$ cat src/mrfc_pkg.sv
// Shared types, codes and the CRC-16 byte step for the Modbus reply frame checker.
// No dependencies; imported by mrfc_frame_core and the top level.
`timescale 1ns / 1ps

package mrfc_pkg;

  localparam int unsigned ByteW   = 8;
  localparam int unsigned CrcW    = 16;
  localparam int unsigned PosW    = 9;
  localparam int unsigned CfgIdxW = 2;

  localparam logic [CrcW-1:0] CrcPoly = 16'hA001;
  localparam logic [CrcW-1:0] CrcInit = 16'hFFFF;

  // Fixed header bytes ahead of the payload: address, function, length.
  localparam logic [PosW-1:0] HdrLen = 9'd3;

  typedef enum logic [1:0] {
    REQ_START   = 2'd0,
    REQ_BYTE    = 2'd1,
    REQ_TIMEOUT = 2'd2,
    REQ_NONE    = 2'd3
  } req_t;

  typedef enum logic [2:0] {
    ST_PROGRESS = 3'd0,
    ST_PAYLOAD  = 3'd1,
    ST_FRAME_OK = 3'd2,
    ST_MISMATCH = 3'd3,
    ST_TIMEOUT  = 3'd4,
    ST_IGNORED  = 3'd5
  } status_t;

  typedef enum logic [CfgIdxW-1:0] {
    CFG_SLAVE_ADDR = 2'd0,
    CFG_FUNC_CODE  = 2'd1,
    CFG_RX_CAP     = 2'd2,
    CFG_UNUSED     = 2'd3
  } cfg_idx_t;

  typedef struct packed {
    logic [ByteW-1:0] slave_address;
    logic [ByteW-1:0] function_code;
    logic [ByteW-1:0] receive_capacity;
  } cfg_t;

  typedef struct packed {
    status_t          status;
    logic [ByteW-1:0] payload_byte;
    logic [ByteW-1:0] payload_index;
    logic [ByteW-1:0] frame_length;
  } result_t;

  // One byte through the reflected CRC-16, LSB first.
  function automatic logic [CrcW-1:0] crc_byte(input logic [CrcW-1:0] acc,
                                               input logic [ByteW-1:0] b);
    logic [CrcW-1:0] c;
    c = acc ^ {8'h00, b};
    for (int k = 0; k < ByteW; k++) begin
      if (c[0]) begin
        c = (c >> 1) ^ CrcPoly;
      end else begin
        c = c >> 1;
      end
    end
    return c;
  endfunction

endpackage

$ cat src/mrfc_frame_core.sv
// Frame parser state and per-beat decision logic for the Modbus reply checker.
// Depends on mrfc_pkg (codes, result struct, CRC byte step).
`timescale 1ns / 1ps

module mrfc_frame_core
  import mrfc_pkg::*;
(
  input  logic             clk,
  input  logic             rst_n,
  input  logic             step_i,
  input  req_t             req_i,
  input  logic [ByteW-1:0] byte_i,
  input  cfg_t             cfg_i,
  output result_t          res_o
);

  logic             armed_r,   armed_nxt;
  logic [PosW-1:0]  pos_r,     pos_nxt;
  logic [ByteW-1:0] len_r,     len_nxt;
  logic [CrcW-1:0]  crc_r,     crc_nxt;

  logic [CrcW-1:0]  crc_in;
  logic [CrcW-1:0]  crc_step;
  logic [PosW-1:0]  crc_lo_pos;
  logic [PosW-1:0]  pay_idx;
  result_t          res;

  // The address byte restarts the CRC from its initial value.
  assign crc_in     = (pos_r == '0) ? CrcInit : crc_r;
  assign crc_step   = crc_byte(crc_in, byte_i);
  assign crc_lo_pos = HdrLen + {1'b0, len_r};
  assign pay_idx    = pos_r - HdrLen;

  always_comb begin
    armed_nxt = armed_r;
    pos_nxt   = pos_r;
    len_nxt   = len_r;
    crc_nxt   = crc_r;
    res       = '{status: ST_PROGRESS, payload_byte: '0, payload_index: '0,
                  frame_length: '0};
    if (req_i == REQ_START) begin
      armed_nxt = 1'b1;
      pos_nxt   = '0;
      len_nxt   = '0;
      crc_nxt   = CrcInit;
    end else if (!armed_r) begin
      res.status = ST_IGNORED;
    end else if (req_i == REQ_TIMEOUT) begin
      armed_nxt  = 1'b0;
      res.status = ST_TIMEOUT;
    end else if (req_i == REQ_NONE) begin
      res.status = ST_PROGRESS;
    end else if (pos_r == 9'd0) begin
      if (byte_i == cfg_i.slave_address) begin
        crc_nxt = crc_step;
        pos_nxt = 9'd1;
      end else begin
        armed_nxt  = 1'b0;
        res.status = ST_MISMATCH;
      end
    end else if (pos_r == 9'd1) begin
      if (byte_i == cfg_i.function_code) begin
        crc_nxt = crc_step;
        pos_nxt = 9'd2;
      end else begin
        armed_nxt  = 1'b0;
        res.status = ST_MISMATCH;
      end
    end else if (pos_r == 9'd2) begin
      len_nxt = byte_i;
      crc_nxt = crc_step;
      pos_nxt = HdrLen;
    end else if (pos_r < crc_lo_pos) begin
      crc_nxt = crc_step;
      pos_nxt = pos_r + 9'd1;
      if (pay_idx[ByteW-1:0] < cfg_i.receive_capacity) begin
        res.status        = ST_PAYLOAD;
        res.payload_byte  = byte_i;
        res.payload_index = pay_idx[ByteW-1:0];
      end
    end else if (pos_r == crc_lo_pos) begin
      if (byte_i == crc_r[7:0]) begin
        pos_nxt = pos_r + 9'd1;
      end else begin
        armed_nxt  = 1'b0;
        res.status = ST_MISMATCH;
      end
    end else begin
      armed_nxt = 1'b0;
      if (byte_i == crc_r[15:8]) begin
        res.status       = ST_FRAME_OK;
        res.frame_length = len_r;
      end else begin
        res.status = ST_MISMATCH;
      end
    end
  end

  assign res_o = res;

  always_ff @(posedge clk) begin
    if (!rst_n) begin
      armed_r <= 1'b0;
      pos_r   <= '0;
      len_r   <= '0;
      crc_r   <= CrcInit;
    end else if (step_i) begin
      armed_r <= armed_nxt;
      pos_r   <= pos_nxt;
      len_r   <= len_nxt;
      crc_r   <= crc_nxt;
    end
  end

  // A good CRC high byte always closes the frame.
  a_ok_disarms: assert property (@(posedge clk) disable iff (!rst_n)
    step_i && res.status == ST_FRAME_OK |=> !armed_r)
    else $error("parser still armed after frame ok");

  // Start clears the parser whatever it was doing.
  a_start_clears: assert property (@(posedge clk) disable iff (!rst_n)
    step_i && req_i == REQ_START |=> armed_r && pos_r == '0 && len_r == '0 &&
    crc_r == CrcInit)
    else $error("start did not clear parser state");

  // Position never runs past the CRC high byte of the current length.
  a_pos_bound: assert property (@(posedge clk) disable iff (!rst_n)
    pos_r <= HdrLen + {1'b0, len_r} + 9'd1)
    else $error("byte position beyond frame end");

  // Non-start beats while idle are only reported as ignored.
  a_idle_ignored: assert property (@(posedge clk) disable iff (!rst_n)
    step_i && !armed_r && req_i != REQ_START |-> res.status == ST_IGNORED &&
    armed_nxt == 1'b0)
    else $error("idle parser reacted to a beat");

endmodule

$ cat src/modbus_response_frame_checker_unit.sv
// Top level of the Modbus RTU reply frame checker: input stage, result stage,
// configuration registers. Depends on mrfc_pkg and mrfc_frame_core.
//
//   channel | ports                                         | direction
//   --------+-----------------------------------------------+----------
//   in      | in_valid, in_ready, in_req_type, in_rx_byte   | to block
//   out     | out_valid, out_ready, out_status,             | from block
//           | out_payload_byte, out_payload_index,          |
//           | out_frame_length                              |
//   cfg     | cfg_valid, cfg_ready, cfg_index, cfg_data     | to block
//
// Each beat is held in the input register, then decoded, CRC stepped (one full
// 8-bit CRC-16 step) and written to the result register; one beat per cycle is
// sustained while out_ready stays high.
// rst_n is synchronous, active low; it idles the parser and loads the register
// defaults (address 1, function 1, capacity 3). cfg is always ready.
// A stalled out_ready holds the result register and then the input register;
// in_ready drops only when both are full and the result is not being taken.
`timescale 1ns / 1ps

module modbus_response_frame_checker_unit
  import mrfc_pkg::*;
(
  input  logic               clk,
  input  logic               rst_n,

  input  logic               in_valid,
  output logic               in_ready,
  input  logic [1:0]         in_req_type,
  input  logic [ByteW-1:0]   in_rx_byte,

  output logic               out_valid,
  input  logic               out_ready,
  output logic [2:0]         out_status,
  output logic [ByteW-1:0]   out_payload_byte,
  output logic [ByteW-1:0]   out_payload_index,
  output logic [ByteW-1:0]   out_frame_length,

  input  logic               cfg_valid,
  output logic               cfg_ready,
  input  logic [CfgIdxW-1:0] cfg_index,
  input  logic [ByteW-1:0]   cfg_data
);

  // Input stage
  logic             s1_valid_r;
  req_t             s1_req_r;
  logic [ByteW-1:0] s1_byte_r;

  // Result stage
  logic             out_valid_r;
  result_t          out_res_r;

  cfg_t             cfg_r;
  result_t          core_res;
  logic             out_adv;
  logic             s1_adv;
  logic             step;

  // Result register frees up when empty or being drained this cycle.
  assign out_adv  = !out_valid_r || out_ready;
  assign step     = s1_valid_r && out_adv;
  assign s1_adv   = !s1_valid_r || out_adv;
  assign in_ready = s1_adv;

  assign cfg_ready = 1'b1;

  // Configuration registers; writes to an unused index are dropped.
  always_ff @(posedge clk) begin
    if (!rst_n) begin
      cfg_r.slave_address    <= 8'd1;
      cfg_r.function_code    <= 8'd1;
      cfg_r.receive_capacity <= 8'd3;
    end else if (cfg_valid && cfg_ready) begin
      case (cfg_idx_t'(cfg_index))
        CFG_SLAVE_ADDR: cfg_r.slave_address    <= cfg_data;
        CFG_FUNC_CODE:  cfg_r.function_code    <= cfg_data;
        CFG_RX_CAP:     cfg_r.receive_capacity <= cfg_data;
        default: ;
      endcase
    end
  end

  // Input register: capture a beat whenever the stage can advance.
  always_ff @(posedge clk) begin
    if (!rst_n) begin
      s1_valid_r <= 1'b0;
    end else if (s1_adv) begin
      s1_valid_r <= in_valid;
    end
  end

  always_ff @(posedge clk) begin
    if (s1_adv && in_valid) begin
      s1_req_r  <= req_t'(in_req_type);
      s1_byte_r <= in_rx_byte;
    end
  end

  mrfc_frame_core u_core (
    .clk    (clk),
    .rst_n  (rst_n),
    .step_i (step),
    .req_i  (s1_req_r),
    .byte_i (s1_byte_r),
    .cfg_i  (cfg_r),
    .res_o  (core_res)
  );

  // Result register: load on a parser step, hold while stalled.
  always_ff @(posedge clk) begin
    if (!rst_n) begin
      out_valid_r <= 1'b0;
    end else if (out_adv) begin
      out_valid_r <= s1_valid_r;
    end
  end

  always_ff @(posedge clk) begin
    if (step) begin
      out_res_r <= core_res;
    end
  end

  assign out_valid         = out_valid_r;
  assign out_status        = out_res_r.status;
  assign out_payload_byte  = out_res_r.payload_byte;
  assign out_payload_index = out_res_r.payload_index;
  assign out_frame_length  = out_res_r.frame_length;

  // A held result is not overwritten while the sink stalls.
  a_stall_holds: assert property (@(posedge clk) disable iff (!rst_n)
    out_valid_r && !out_ready |=> out_valid_r && $stable(out_res_r))
    else $error("result changed under stall");

  // The parser only steps when the result register can take its output.
  a_step_room: assert property (@(posedge clk) disable iff (!rst_n)
    step |=> out_valid_r)
    else $error("parser step lost its result");

  // A full pipe with a stalled sink refuses new beats.
  a_full_backpressure: assert property (@(posedge clk) disable iff (!rst_n)
    s1_valid_r && out_valid_r && !out_ready |-> !in_ready)
    else $error("input accepted with no room");

endmodule

$ cat config.mk
export PLATFORM = sky130hd
export DESIGN_NAME = modbus_response_frame_checker_unit
export DESIGN_NICKNAME = d
export VERILOG_FILES = /design/src/mrfc_pkg.sv /design/src/mrfc_frame_core.sv /design/src/modbus_response_frame_checker_unit.sv
export SDC_FILE = /design/constraint.sdc
export NUM_CORES = 1
export LEC_CHECK = 0
export CAP_MARGIN = 20
export CORE_UTILIZATION = 40
export DETAILED_ROUTE_END_ITERATION = 10
export DONT_BUFFER_PORTS = 1
export GPL_TIMING_DRIVEN = 0
export PLACE_DENSITY = 0.5
export SYNTH_ARGS = -nofsm -noshare
export SYNTH_HDL_FRONTEND = slang
export SYNTH_SLANG_ARGS = --single-unit
$ cat constraint.sdc
create_clock -name clk -period 8.65 [get_ports clk]
set_input_delay 1.73 -clock clk [delete_from_list [all_inputs] [get_ports clk]]
set_output_delay 1.73 -clock clk [all_outputs]
set_load 0.05 [all_outputs]
==> results by group <==
Outcome
  – Run status: finished, final reports clean

Placed design
  – Pre-CTS setup slack: roughly 4600 ps
  – I/O Buffers: 0
  – DPL Wire Length: 9420 µm
  – RD Place Congestion: 0.849

Yosys
  – Distinct cells, synth: 51
  – Netlist Area Pre-Place: around 0.0053 mm²
  – Largest family of logic cells by synthesized area: simple AND/OR/NAND/NOR gates
  – Simple-Gate Fraction of Synth Area: 20.2%
  – Syn avg cell area: 9.70 µm²
  – Dominant cells by area after synthesis: dfxtp_1, edfxtp_1, xnor2_1
  – Synthesized instance count: 549
  – Share of the synthesized area in the top cell type: between 20% and 30%
  – Most numerous cell in the Yosys netlist: dfxtp_1
  – Cell taking the most area after synthesis: dfxtp_1
  – Main synth FF type: dfxtp_1
  – Synth async-reset ratio: 0%
  – Synth Warn #: 0
  – Post-Synthesis Net Count: 595
  – Synthesized flop and latch total: between 90 and 100
  – Top cells by count, synth: dfxtp_1, xnor2_1, nand2_1
  – Register area share after synthesis: between 40 and 50%
  – Compound-Gate Fraction of Synth Area: under 10%
  – Post-Synth XOR/XNOR Area: between 10% and 20%
  – Post-synth EDFFs: 37
  – Mux contribution to synthesized area: 5.45%
  – Adder-cell share of the synthesized area: slightly below 5%

Die
  – # IOs: 55
  – Core area: around 0.013 mm²
  – Die Wd: 117 µm
  – DIE HEIGHT: roughly 120 µm
  – Core Rows: a little over 40
  – Initial Util: 41.7%
  – Die Area: ~0.014 mm²

Clock network
  – Hold buffer count at cts: 0
  – Num Clock Sinks: 97
  – Setup Buffers After CTS: 0
  – H-tree depth: 3
  – CTS tree: yes
  – Clock root cell: clkbuf_16
  – Clk_lat worst skew: 360 ps
  – Cts bufs inserted: 9
  – CTS max path bufs: 2
  – Gates resized, CTS repair: 0
  – Worst-path clk slew: around 70 ps

STA
  – Final Hold Viols: 0
  – Slew headroom: between 40% and 50%
  – Count of final setup violators: 0
  – Fin crit period: between 4000 and 5000 ps
  – Setup TNS: 0 ps
  – Final period util: between 40% and 50%
  – PnR worst setup slack: 4630 ps
  – Unrepaired setup endpoints after global routing: false
  – Fmax: 249 MHz
  – Actual slew at the worst max-slew pin: between 800 and 900 ps
  – Fin. max-slew vios: 0
  – Clock skew: about 10 ps

Global routing
  – Total track usage: 19.7%
  – First-pass GRT wire length: 20800 µm
  – Vias in the first global route: roughly 3800
  – Remaining global-route overflow: 0
  – Antenna violations before repair: 0
  – Pin count of the biggest net entering global routing: 28

Layout
  – Area growth syn-to-layout: 10.3%
  – Share of cells above drive strength 1: between 5 and 6%
  – N_diodes: 0
  – Fin nets: 608

Route
  – Routed WL per cell: 17.5 µm
  – Drt first pass iters: 4
  – Final wirelength: 12900 µm
  – Initial drt markers: 146
  – Via count: approximately 3800
  – Remaining DRCs: 0
  – DR vias/cell: ~5.2
  – Post-route ant nets: 0

Setup path
  – WP buf/inv: 0
  – Max incr delay on CP: ~360 ps
  – Max FO, Critical Path: 4
  – Worst setup EP type: output port
  – Req. time, crit path: roughly 7000 ps
  – Crit-path slowest cell: nand2_1
  – Arrival @ worst endpoint: ~2300 ps
  – CP Launch Type: primary input
  – Top Family by Delay on Critical Path: simple AND/OR/NAND/NOR gates
  – Worst path cell trace: nor2b_1 -> nand2_1
  – CP Class: in -> out

Power and ir drop
  – Leakage: just over 2 nW
  – Worst VDD drop: about 0.10 mV
  – Power, Total: roughly 1 mW
  – Power density cells: ~170 mW/mm²

Flow run
  – Max-cap check violation count: 0

Worst hold path
  – Hold Crit Class: reg -> reg
[layout by cell type, fill, tap and decap left out, types with 4 or more instances in the layout]
cell type,count
a21boi_0,11
a21oi_1,15
and2_1,24
and3_1,5
buf_2,4
buf_6,4
clkbuf_1,25
clkbuf_16,9
dfxtp_1,60
edfxtp_1,37
ha_1,21
inv_1,16
mux2i_1,29
nand2_1,40
nand2b_1,4
nand3_1,17
nand4_1,9
nor2_1,34
nor2b_1,23
nor3_1,9
nor3b_1,9
o21ai_0,26
or3_1,9
xnor2_1,52
xor2_1,23
[metal layers]
metal  track usage, %  wire (µm)  vias up
met1             26.5       6490     1840
met3             3.26        413       15
met5                0          0        -
met4             7.79        219        0
li1                 -          -     1919
met2             31.3       5770       60
[metrics by stage]
stage	util, %	cells	hold WS [ps]	area (µm²)
floorplan	-	549	439	5320
global placement	43.4	721	480	5540
detailed placement	43.4	722	481	5540
CTS	45.8	738	501	5840
global route	46.0	739	519	5870
finish	46.0	739	488	5870
[cells by family after synthesis]
family | after synthesis
other | 1
DFF | 97
buffers and inverters | 49
xor gates and xnor gates | 76
and+or+nand+nor | 200
AOI/OAI and AO/OA | 76
adders and majority gates | 21
muxes | 29
[report_power, final]
group | switching (mW) | internal, mW
logic | 0.0475 | 0.0337
clock network | 0.186 | 0.229
registers | 0.0206 | 0.486
total | 0.254 | 0.748
[sequential cells by signal (all words and copies together) (netlist names)]
| name | count |
|---|---|
| cfg_r | 24 |
| out_frame_length | 8 |
| out_payload_byte | 8 |
| out_payload_index | 8 |
| out_status | 3 |
| out_valid | 1 |
| s1_byte_r | 8 |
| s1_req_r | 2 |
| s1_valid_r | 1 |
| u_core.armed_r | 1 |
| u_core.crc_r | 16 |
| u_core.len_r | 8 |
| u_core.pos_r | 9 |
[final cells by class]
| type | count | area (µm²) |
|---|---|---|
| Clock inverter | 6 | 72.6 |
| Inverter | 16 | 60.1 |
| Multi-Input combinational cell | 403 | 2790 |
| Timing Repair Buffer | 2 | 32.5 |
| Sequential cell | 97 | 2310 |
| Tap cell | 172 | 215 |
| Fill cell | 1255 | 6900 |
| Clock buffer | 10 | 229 |
| Buffer | 33 | 161 |
[path summary, 6_finish.rpt]
check / startpoint / end / slack, ps / cells after the start
worst max-delay path: out_ready / in_ready / 4630 / 2
worst min-delay path: cfg_r[0]$_SDFFE_PN1P_ / cfg_r[0]$_SDFFE_PN1P_ / 490 / 2
worst max register to register: u_core.len_r[0]$_SDFFE_PN0P_ / out_payload_byte[5]$_SDFFCE_PP0P_ / 4920 / 14
worst min register to register: cfg_r[0]$_SDFFE_PN1P_ / cfg_r[0]$_SDFFE_PN1P_ / 490 / 2
Note: power is estimated with default switching activity, not from simulation.
